--- src/hdl/tcw_pkg.sv ---
// Shared types, constants and helper functions for the text console writer.
// Used by tcw_screen_ram, tcw_ctrl and text_console_writer; depends on nothing.
package tcw_pkg;

	// Screen geometry and tab spacing.
	localparam int SCREEN_COLS  = 80;
	localparam int SCREEN_ROWS  = 25;
	localparam int TAB_STOP     = 8;
	localparam int SCROLL_LINES = 1;

	localparam int CELL_COUNT = SCREEN_COLS * SCREEN_ROWS;
	localparam int SHIFT_RAW  = SCROLL_LINES * SCREEN_COLS;
	localparam int SHIFT      = (SHIFT_RAW > CELL_COUNT) ? CELL_COUNT : SHIFT_RAW;
	localparam int MOVE_COUNT = CELL_COUNT - SHIFT;

	// Widths of the stored and internal values.
	localparam int CELL_W = 16;
	localparam int CHAR_W = 8;
	localparam int COLOR_W = 4;
	localparam int ADDR_W = $clog2(CELL_COUNT);
	localparam int CNT_W  = $clog2(CELL_COUNT + 1);
	localparam int ROW_W  = $clog2(SCREEN_ROWS + 2);
	localparam int COL_W  = $clog2(SCREEN_COLS);

	// Widths of the port fields.
	localparam int ROW_OUT_W = 5;
	localparam int COL_OUT_W = 7;

	// Commands and character codes.
	localparam logic CMD_PRINT = 1'b0;
	localparam logic CMD_READ  = 1'b1;

	localparam logic [CHAR_W-1:0] CH_BS    = 8'd8;
	localparam logic [CHAR_W-1:0] CH_TAB   = 8'd9;
	localparam logic [CHAR_W-1:0] CH_LF    = 8'd10;
	localparam logic [CHAR_W-1:0] CH_CR    = 8'd13;
	localparam logic [CHAR_W-1:0] CH_BLANK = 8'h20;

	// Register indexes of the configuration port.
	localparam logic CFG_SCROLL_FG = 1'b0;
	localparam logic CFG_SCROLL_BG = 1'b1;

	localparam logic [COLOR_W-1:0] RESET_FG = 4'd7;
	localparam logic [COLOR_W-1:0] RESET_BG = 4'd0;

	// One input word.
	typedef struct packed {
		logic                    command;
		logic [CHAR_W-1:0]       char_code;
		logic [COLOR_W-1:0]      fg_color;
		logic [COLOR_W-1:0]      bg_color;
		logic [ROW_OUT_W-1:0]    read_row;
		logic [COL_OUT_W-1:0]    read_col;
	} item_t;

	// One result word.
	typedef struct packed {
		logic [ROW_OUT_W-1:0] caret_row;
		logic [COL_OUT_W-1:0] caret_col;
		logic [CELL_W-1:0]    cell_value;
	} result_t;

	// Write and read requests toward the screen store.
	typedef struct packed {
		logic              en;
		logic [ADDR_W-1:0] addr;
		logic [CELL_W-1:0] data;
	} ram_wr_t;

	typedef struct packed {
		logic              en;
		logic [ADDR_W-1:0] addr;
	} ram_rd_t;

	// Pack a character and its colors into one cell.
	function automatic logic [CELL_W-1:0] make_cell(
		input logic [CHAR_W-1:0]  ch,
		input logic [COLOR_W-1:0] fg,
		input logic [COLOR_W-1:0] bg
	);
		make_cell = {bg, fg, ch};
	endfunction

	// Linear cell address; the multiply by the column count is a constant shift-add.
	function automatic logic [ADDR_W-1:0] cell_addr(
		input logic [ROW_W-1:0] row,
		input logic [COL_W-1:0] col
	);
		cell_addr = ADDR_W'(ADDR_W'(row) * ADDR_W'(SCREEN_COLS) + ADDR_W'(col));
	endfunction

	localparam logic [CELL_W-1:0] RESET_CELL = {RESET_BG, RESET_FG, CH_BLANK};

endpackage

--- src/hdl/tcw_ctrl.sv ---
// Sequencer of the text console writer: caret, cell writes, scroll and clearing pass.
// Depends on tcw_pkg; drives the screen store through its request structs.
module tcw_ctrl (
	input  logic                        clk,
	input  logic                        arst_n,
	input  logic                        start,
	input  tcw_pkg::item_t              item,
	input  logic [tcw_pkg::CELL_W-1:0]  fill_cell,
	input  logic [tcw_pkg::CELL_W-1:0]  rd_data,
	output logic                        busy,
	output logic                        done,
	output tcw_pkg::result_t            result,
	output tcw_pkg::ram_wr_t            wr,
	output tcw_pkg::ram_rd_t            rd
);
	import tcw_pkg::*;

	typedef enum logic [6:0] {
		ST_IDLE   = 7'b0000001,
		ST_CLEAR  = 7'b0000010,
		ST_RDWAIT = 7'b0000100,
		ST_PUT    = 7'b0001000,
		ST_CHECK  = 7'b0010000,
		ST_SCROLL = 7'b0100000,
		ST_FILL   = 7'b1000000
	} state_t;

	state_t            state_q;
	logic [ROW_W-1:0]  row_q;
	logic [COL_W-1:0]  col_q;
	logic [CNT_W-1:0]  cnt_q;
	logic [CELL_W-1:0] cell_q;
	logic              adv_q;
	logic              in_range_q;
	logic              done_q;
	result_t           result_q;

	logic [ROW_W-1:0]  rd_row;
	logic [COL_W-1:0]  rd_col;
	logic              rd_in_range;
	logic [CELL_W-1:0] blank_cell;
	logic [COL_W-1:0]  col_back;

	assign busy   = (state_q != ST_IDLE);
	assign done   = done_q;
	assign result = result_q;

	// Decode of the incoming word.
	assign rd_in_range = (item.read_row < ROW_OUT_W'(SCREEN_ROWS))
		&& (item.read_col < COL_OUT_W'(SCREEN_COLS));
	assign rd_row     = ROW_W'(item.read_row);
	assign rd_col     = COL_W'(item.read_col);
	assign blank_cell = make_cell(CH_BLANK, item.fg_color, item.bg_color);
	assign col_back   = (col_q != '0) ? COL_W'(col_q - 1'b1) : col_q;

	// Requests to the screen store.
	always_comb begin
		wr = '0;
		rd = '0;
		case (state_q)
			ST_IDLE: begin
				rd.en   = start && (item.command == CMD_READ);
				rd.addr = cell_addr(rd_row, rd_col);
			end
			ST_CLEAR: begin
				wr.en   = 1'b1;
				wr.addr = cnt_q[ADDR_W-1:0];
				wr.data = RESET_CELL;
			end
			ST_PUT: begin
				wr.en   = (row_q < ROW_W'(SCREEN_ROWS));
				wr.addr = cell_addr(row_q, col_q);
				wr.data = cell_q;
			end
			ST_SCROLL: begin
				rd.en   = (cnt_q < CNT_W'(MOVE_COUNT));
				rd.addr = ADDR_W'(cnt_q + CNT_W'(SHIFT));
				wr.en   = (cnt_q != '0);
				wr.addr = ADDR_W'(cnt_q - 1'b1);
				wr.data = rd_data;
			end
			ST_FILL: begin
				wr.en   = 1'b1;
				wr.addr = cnt_q[ADDR_W-1:0];
				wr.data = fill_cell;
			end
			default: begin
				wr = '0;
				rd = '0;
			end
		endcase
	end

	// Sequencer.
	always_ff @(posedge clk or negedge arst_n) begin
		if (!arst_n) begin
			state_q    <= ST_CLEAR;
			row_q      <= '0;
			col_q      <= '0;
			cnt_q      <= '0;
			cell_q     <= '0;
			adv_q      <= 1'b0;
			in_range_q <= 1'b0;
			done_q     <= 1'b0;
			result_q   <= '0;
		end else begin
			done_q <= 1'b0;
			case (state_q)
				ST_CLEAR: begin
					if (cnt_q == CNT_W'(CELL_COUNT - 1)) begin
						cnt_q   <= '0;
						state_q <= ST_IDLE;
					end else begin
						cnt_q <= cnt_q + 1'b1;
					end
				end
				ST_IDLE: begin
					if (start) begin
						if (item.command == CMD_READ) begin
							in_range_q <= rd_in_range;
							state_q    <= ST_RDWAIT;
						end else begin
							case (item.char_code)
								CH_LF, CH_CR: begin
									row_q   <= ROW_W'(row_q + 1'b1);
									col_q   <= '0;
									state_q <= ST_CHECK;
								end
								CH_TAB: begin
									cell_q  <= blank_cell;
									adv_q   <= 1'b1;
									cnt_q   <= CNT_W'(TAB_STOP) - CNT_W'(col_q % TAB_STOP);
									state_q <= ST_PUT;
								end
								CH_BS: begin
									col_q   <= col_back;
									cell_q  <= blank_cell;
									adv_q   <= 1'b0;
									cnt_q   <= CNT_W'(1);
									state_q <= ST_PUT;
								end
								default: begin
									cell_q  <= make_cell(item.char_code, item.fg_color,
										item.bg_color);
									adv_q   <= 1'b1;
									cnt_q   <= CNT_W'(1);
									state_q <= ST_PUT;
								end
							endcase
						end
					end
				end
				ST_RDWAIT: begin
					result_q.caret_row  <= ROW_OUT_W'(row_q);
					result_q.caret_col  <= COL_OUT_W'(col_q);
					result_q.cell_value <= in_range_q ? rd_data : '0;
					done_q              <= 1'b1;
					state_q             <= ST_IDLE;
				end
				ST_PUT: begin
					// One cell per cycle; the caret steps and wraps after each, except on a backspace.
					if (adv_q) begin
						if (col_q == COL_W'(SCREEN_COLS - 1)) begin
							col_q <= '0;
							row_q <= ROW_W'(row_q + 1'b1);
						end else begin
							col_q <= COL_W'(col_q + 1'b1);
						end
					end
					cnt_q <= cnt_q - 1'b1;
					if (cnt_q == CNT_W'(1)) begin
						state_q <= ST_CHECK;
					end
				end
				ST_CHECK: begin
					if (row_q >= ROW_W'(SCREEN_ROWS)) begin
						row_q   <= ROW_W'(SCREEN_ROWS - 1);
						cnt_q   <= '0;
						state_q <= ST_SCROLL;
					end else begin
						result_q.caret_row  <= ROW_OUT_W'(row_q);
						result_q.caret_col  <= COL_OUT_W'(col_q);
						result_q.cell_value <= '0;
						done_q              <= 1'b1;
						state_q             <= ST_IDLE;
					end
				end
				ST_SCROLL: begin
					// Read one row ahead, write the cell read in the previous cycle.
					if (cnt_q == CNT_W'(MOVE_COUNT)) begin
						state_q <= ST_FILL;
					end else begin
						cnt_q <= cnt_q + 1'b1;
					end
				end
				ST_FILL: begin
					if (cnt_q == CNT_W'(CELL_COUNT - 1)) begin
						result_q.caret_row  <= ROW_OUT_W'(row_q);
						result_q.caret_col  <= COL_OUT_W'(col_q);
						result_q.cell_value <= '0;
						done_q              <= 1'b1;
						cnt_q               <= '0;
						state_q             <= ST_IDLE;
					end else begin
						cnt_q <= cnt_q + 1'b1;
					end
				end
				default: begin
					state_q <= ST_IDLE;
				end
			endcase
		end
	end

endmodule

--- config.mk ---
export PLATFORM = sky130hd
export DESIGN_NAME = tcw_ctrl
export DESIGN_NICKNAME = d
export VERILOG_FILES = /design/src/hdl/tcw_pkg.sv /design/src/hdl/tcw_ctrl.sv
export SDC_FILE = /design/constraint.sdc
export NUM_CORES = 1
export LEC_CHECK = 0
export BUFFER_PORTS_ARGS = -buffer_cell sky130_fd_sc_hd__buf_2
export CAP_MARGIN = 40
export CORE_MARGIN = 4
export CORE_UTILIZATION = 50
export DETAILED_ROUTE_END_ITERATION = 10
export PLACE_DENSITY = 0.75
export SYNTH_ARGS = -nofsm -noshare
export SYNTH_HDL_FRONTEND = slang
export SYNTH_SLANG_ARGS = --single-unit
export TNS_END_PERCENT = 50
--- constraint.sdc ---
create_clock -name clk -period 4.9 [get_ports clk]
set_input_delay 0.98 -clock clk [delete_from_list [all_inputs] [get_ports clk]]
set_output_delay 0.98 -clock clk [all_outputs]
set_load 0.01 [all_outputs]
* Yosys cells after proc, flatten, opt, wreduce, memory -nomap -nowiden
Cells that the tools add are included.
** Storage, ports and cells
- Bits in registers :: 77
- Latch bits :: 0
- RAM bits :: 0
- Bits in read-only memories :: 0
- Input bits :: 64
- Output and inout port bits :: 70
- Logic and storage cells :: 118
- Memories kept :: 0
** Cells by class
- Add/sub/neg operators :: 9
- $mul :: 2
- Div/mod/pow operators :: 0
- $lt $le $gt $ge :: 5
- Equal/unequal tests :: 31
- Shifts and indexed selects :: 0
- Multiplexer cells :: 40
- Bitwise logic cells :: 2
- Reductions and logical operators :: 18
** Operator list (number)
- case mux 28 bit (4 select lines) :: 1
- case mux 28 bit (3 select lines) :: 1
- two-way mux 7 bit :: 9
- two-way mux 28 bit :: 2
- two-way mux 11 bit :: 5
- case mux 11 bit (5 select lines) :: 1
- two-way mux 5 bit :: 8
- case mux 7 bit (5 select lines) :: 1
- == test 8 x 4 -> 1 bit (second input constant) :: 4
- case mux 16 bit (2 select lines) :: 1
- case mux 7 bit (2 select lines) :: 2
- case mux 12 bit (2 select lines) :: 1
- adder 11 x 7 -> 11 bit :: 2
- == test 11 bit (second input constant) :: 2
- != test 2 bit (second input constant) :: 11
- case mux 11 bit (2 select lines) :: 1
- two-way mux 16 bit :: 1
- case mux 5 bit (3 select lines) :: 1
- == test 7 bit (second input constant) :: 2
- multiplier 5 x 3 -> 7 bit (second input constant) :: 2
- AND reduction 6 bit :: 2
- adder 11 x 1 -> 11 bit (second input constant) :: 1
- adder 11 x 7 -> 11 bit (second input constant) :: 1
- == test 11 x 1 -> 1 bit (second input constant) :: 1
- 34 further kinds :: 44

* Logic depth before layout (Yosys ltp)
Gate-level depths: netlist (run 1).
- Depth in word-level cells :: 6
- Depth in mapped cells :: 11
- Mapped depth without buffers :: 10

* Worst setup path before layout (run 1)
No wires, ideal clock.
- Path type :: in2out
- From :: in item[8] (netlist bit)
- To :: out rd[10] (netlist bit)
- Arrival time :: 2.801 ns
- Data required time :: 3.920 ns
- Slack :: 1.119 ns
- Stages :: 9
- Cells stage by stage :: ha_1 -> ha_1 -> inv_1 -> fa_1 -> nor4_1 -> xor2_1 -> xnor2_1 -> nand2_1 -> o21ai_0
** RTL lines
- start, declared :: line tcw_ctrl.sv:7 : input tcw_pkg::item_t item,
- end, declared :: line tcw_ctrl.sv:14 : output tcw_pkg::ram_rd_t rd

==> flow_summary.json, run 1 <==
{
  "status": "completed",
  "cts.clk_slew.worst_paths_ps": 80,
  "initialDrtViolationCount": 602,
  "nets": 853,
  "synth_area_per_cell_um2": 8.47,
  "io_pins": 134,
  "die_area_um2": 12800,
  "area_growth_pct": 16.6,
  "required_ps": 3920,
  "maxCapViolCount": 0,
  "pwr-share-comb": 0.486,
  "multi_input_area_um2": 3270,
  "grt_usage": 0.253,
  "cts_hold_buf": 0,
  "period_minus_slack_ps": 4220,
  "cp-end-kind": "output pin",
  "htreeDepth": 3,
  "antenna_cells": 0,
  "die_h_um": 113,
  "layout_common_cells": "132 x buf_2, 103 x nand2_1, 76 x dfrtp_1",
  "hold_viol_final": 0,
  "timing.rr.start": "cnt_q[0]$_DFFE_PN0P_",
  "slew_headroom": 0.428,
  "slew_violations": 0,
  "die_w_um": 113,
  "grt_pass1_vias": 5404,
  "post_cts_resized": 0,
  "switching_share": 0.454,
  "start_util": 0.509,
  "intPower_w": 0.00167,
  "tns_ps": 0,
  "irDropWorstVdd_uv": 236,
  "ant_nets": 0,
  "power_frac_seq": 0.374,
  "min_path_type": "flip-flop to flip-flop",
  "final_common_cell": "buf_2",
  "clkLatencyLatePin_ps": 360,
  "async_reset_ff_frac": 1.00,
  "n_fill_cell": 1002,
  "leakage_nw": 3.23,
  "final.setup.worst_slack_ps": 676,
  "synth_cells": 651,
  "routedWlPerCell_um": 18.0,
  "cts-root-buf": "clkbuf_8",
  "grt_max_degree": 45,
  "overflow": 0,
  "rsz0062_at_grt": "no",
  "drc": 0,
  "antenna_found_initial": 0,
  "place_congestion": 0.950,
  "worst_pin_slew_ps": 858,
  "drt-total-wl_mm": 16.3,
  "arrival_ps": 3240,
  "synth_edf_count": 0,
  "rows": 38,
  "power.switching_w": 0.00139,
  "synth_ff_type": "dfrtp_1",
  "drive_gt1_frac": 0.235,
  "crit_path_start": "item[8]",
  "port_buffers": 133,
  "ys_ff_latch": 77,
  "cts_buffer_depth": 2,
  "hold_path.startpoint": "result[21]$_DFFE_PN0P_",
  "core_area_um2": 10800,
  "path_max_fanout": 4,
  "fin_hold_ws_ps": 466,
  "clock_skew_ps": 7.77,
  "setup_violations": 0,
  "cts_made_buffers": 9,
  "dp_hpwl_mm": 12.3,
  "cts_tree": "built",
  "synth_seq_area_share": 0.350,
  "p_per_area_nw_per_um2": 475,
  "grt_first_pass_wirelength_mm": 26.4,
  "vias": 5553,
  "max_freq_mhz": 237,
  "seq_area_um2": 1930,
  "dr.pass1.iters": 8,
  "startpoint_type": "input pin",
  "synth_cell_types": 76,
  "vias_per_cell": 6.16,
  "path_class": "input pin to output pin",
  "syn-cell-area_um2": 5520,
  "clkPwrFrac": 0.139,
  "synth_nets": 746,
  "cts_setup_buffers": 0,
  "clock_sinks": 77,
  "pre_cts_ws_ps": 685,
  "period_share": 0.862,
  "ys_warn_count": 0
}
[state kept, by name, summed over array words and instances (netlist names), 5 cells and up]
| signal | flops |
|---|---|
| row_q | 5 |
| cell_q | 16 |
| result | 28 |
| col_q | 7 |
| cnt_q | 11 |
| state_q | 7 |
[metrics by stage]
step                cells  total power (W)  instance area, um2  utilization
floorplan             651          0.00212                5520            -
global placement      883          0.00255                6210        0.573
detailed placement    887          0.00263                6270        0.578
CTS                   902          0.00305                6430        0.593
global route          902          0.00330                6430        0.593
finish                902          0.00306                6430        0.593
[power by group through the flow]
stage	combinational (W)	sequential (W)	clock (W)
final	0.00149	0.00114	0.000426
after global routing	0.00165	0.00119	0.000459
after CTS	0.00148	0.00114	0.000430
after detailed placement	0.00148	0.00115	0
after global placement	0.00141	0.00114	0
after floorplan	0.00106	0.00106	0
[layer usage]
layer  track usage  vias to the layer above  wire [um]
met5             0                        -          0
met1         0.344                     2681       6800
li1              -                     2597          -
met3        0.0449                       28       1300
met2         0.411                      247       7880
met4        0.0865                        0        298
[worst max-delay path, stage by stage]
cell,delay [ps]
buf_2,130
ha_1,290
ha_1,210
inv_1,70
fa_1,460
nor4_1,410
xor2_1,220
xnor2_1,140
nand2_1,60
o21ai_0,100
buf_2,150
[final cells by class]
| class | count | share of cell area |
|---|---|---|
| clock inverters | 6 | 0.00622 |
| multi-input cells | 495 | 0.509 |
| well taps | 140 | 0.0272 |
| flip-flops and latches | 77 | 0.300 |
| inverters | 33 | 0.0193 |
| clock buffers | 9 | 0.0193 |
| repair buffers | 142 | 0.119 |
[kinds of logic (layout without fill, tap and decap cells)]
logic type / count (synthesis) / count (layout) / synth area share
compound gates: 171 / 171 / 0.215
xor+xnor: 24 / 24 / 0.0381
simple gates: 255 / 255 / 0.234
buf+inv: 79 / 190 / 0.0583
flops: 77 / 77 / 0.350
mux: 14 / 14 / 0.0286
fa+ha+maj: 31 / 31 / 0.0758
[worst paths after layout]
kind,slack (ps),cells after the start,end
min reg2reg,470,2,result[21]$_DFFE_PN0P_
max,680,11,rd[10]
min,470,2,result[21]$_DFFE_PN0P_
min in group asynchronous,570,1,result[26]$_DFFE_PN0P_
max in group asynchronous,3700,2,state_q[1]$_DFFE_PN1P_
max reg2reg,1800,8,cell_q[11]$_DFFE_PN0P_
[Yosys cell counts, types with 8 or more instances]
master	number	area, um2
nand2_1	103	387
a21oi_1	30	150
buf_2	11	55.1
mux2_1	11	124
clkbuf_1	29	109
nor2_1	37	139
xnor2_1	14	123
inv_1	31	116
a22oi_1	15	113
dfrtp_1	76	1900
o21ai_1	14	70.1
a222oi_1	12	120
nand3_1	37	185
and3_1	8	50.1
o21ai_0	32	160
ha_1	27	338
nor3_1	11	55.1
a31oi_1	8	50.1
xor2_1	10	87.6
Note: power is estimated with default switching activity, not from simulation.
==> inputs of run 2 (changes only) <==
==> constraint.sdc (replaced) <==
create_clock -name clk -period 4.9 [get_ports clk]
set_input_delay 0.98 -clock clk [delete_from_list [all_inputs] [get_ports clk]]
set_output_delay 0.98 -clock clk [all_outputs]
set_load 0.02 [all_outputs]
==> run 2 against run 1 <==
Against the previous run: routed wire length rose by 0.94%; worst hold slack improved by 0.78 ps; clock power rose by 21%; worst setup slack got worse by 21 ps; total power rose by 7.6%; sequential cell count did not move; cell count rose by 0.11%; sequential power barely moved; die area did not move; critical path depth did not move; global-route usage rose by 0.37 points; sequential share of layout area fell by 0.20 points; critical path type unchanged; largest cell class unchanged; highest routed layer unchanged.
==> flow_summary.json, run 2 (synthesis results as in run 1) <==
{
  "status": "completed",
  "vias": 5545,
  "p_total_w": 0.00329,
  "max_freq_mhz": 236,
  "htreeDepth": 3,
  "io_pins": 134,
  "ant_nets": 0,
  "nets": 853,
  "min_path_type": "flip-flop to flip-flop",
  "die_w_um": 113,
  "cts_tree": "built",
  "antenna_found_initial": 0,
  "period_minus_slack_ps": 4250,
  "place_congestion": 0.945,
  "final_common_cell": "buf_2",
  "cts_setup_buffers": 0,
  "rows": 38,
  "area_growth_pct": 17.4,
  "maxCapViolCount": 0,
  "n_fill_cell": 1002,
  "grt_pass1_vias": 5400,
  "antenna_cells": 0,
  "grt_usage": 0.257,
  "required_ps": 3920,
  "routedWlPerCell_um": 18.2,
  "clock_skew_ps": 16.3,
  "hold_viol_final": 0,
  "fin_hold_ws_ps": 466,
  "tns_ps": 0,
  "r2r_slack_ps": 1760,
  "cts_buffer_depth": 2,
  "core_area_um2": 10800,
  "p_per_area_nw_per_um2": 508,
  "cts_hold_buf": 0,
  "die_h_um": 113,
  "worst_pin_slew_ps": 860,
  "slew_violations": 0,
  "slew_headroom": 0.427,
  "cp-end-kind": "output pin",
  "start_util": 0.509,
  "period_share": 0.866,
  "drc": 0,
  "post_cts_resized": 0,
  "path_class": "input pin to output pin",
  "cts-root-buf": "clkbuf_8",
  "rsz0062_at_grt": "no",
  "clkLatencyLatePin_ps": 360,
  "grt_max_degree": 47,
  "layout_common_cells": "132 x buf_2, 103 x nand2_1, 76 x dfrtp_1",
  "startpoint_type": "input pin",
  "setup_violations": 0,
  "dp_hpwl_mm": 12.4,
  "leakage_nw": 3.25,
  "clock_sinks": 77,
  "drt-total-wl_mm": 16.4,
  "die_area_um2": 12800,
  "cts.clk_slew.worst_paths_ps": 90,
  "cts_made_buffers": 9,
  "vias_per_cell": 6.14,
  "largest_reg_flops": 28,
  "dr.pass1.iters": 7,
  "drive_gt1_frac": 0.236,
  "grt_first_pass_wirelength_mm": 26.7,
  "overflow": 0,
  "initialDrtViolationCount": 561,
  "irDropWorstVdd_uv": 248,
  "port_buffers": 133,
  "arrival_ps": 3270,
  "path_max_fanout": 4
}
run 2: final cells by class:
class                      instances  area [um2]  area share
multi-input combinational        495        3270       0.506
clock inverter                     7        80.1      0.0124
tap                              140         175      0.0270
sequential                        77        1930       0.298
inverter                          33         124      0.0191
clock buffer                       9         124      0.0191
timing repair buffer             142         771       0.119
run 2: power by group:
part / internal, W / total, W / switching (W)
Clock: 0.000244 / 0.000515 / 0.000272
Combinational: 0.000626 / 0.00163 / 0.00100
Sequential: 0.000866 / 0.00115 / 0.000279
run 2: per-stage QoR:
step	instances	setup slack, ps	util	cell area [um2]
final	903	654	0.597	6480
after global routing	903	541	0.597	6480
after CTS	903	659	0.597	6480
after detailed placement	887	664	0.579	6270
after global placement	883	784	0.573	6210
after floorplan	651	1020	-	5520
run 2: final timing paths:
path / depth (start not counted) / end / startpoint
setup / recovery: 11 / rd[10] / item[8]
hold / removal: 2 / result[26]$_DFFE_PN0P_ / result[26]$_DFFE_PN0P_
setup reg to reg: 6 / cell_q[11]$_DFFE_PN0P_ / state_q[5]$_DFFE_PN0P_
hold reg to reg: 2 / result[26]$_DFFE_PN0P_ / result[26]$_DFFE_PN0P_
max in group asynchronous: 2 / state_q[1]$_DFFE_PN1P_ / arst_n
min in group asynchronous: 1 / result[25]$_DFFE_PN0P_ / arst_n
run 2: per-layer routing:
metal	wire length, um	vias to the layer above	global-route usage
met3	1290	36	0.0433
met4	374	0	0.0889
met1	6820	2666	0.349
li1	-	2591	-
met5	0	-	0
met2	7940	252	0.417
run 2: worst max-delay path, stage by stage:
cell,delay [ps]
buf_2,130
ha_1,300
ha_1,220
inv_1,80
fa_1,460
nor4_1,330
xor2_1,240
xnor2_1,160
nand2_1,80
o21ai_0,100
buf_2,190
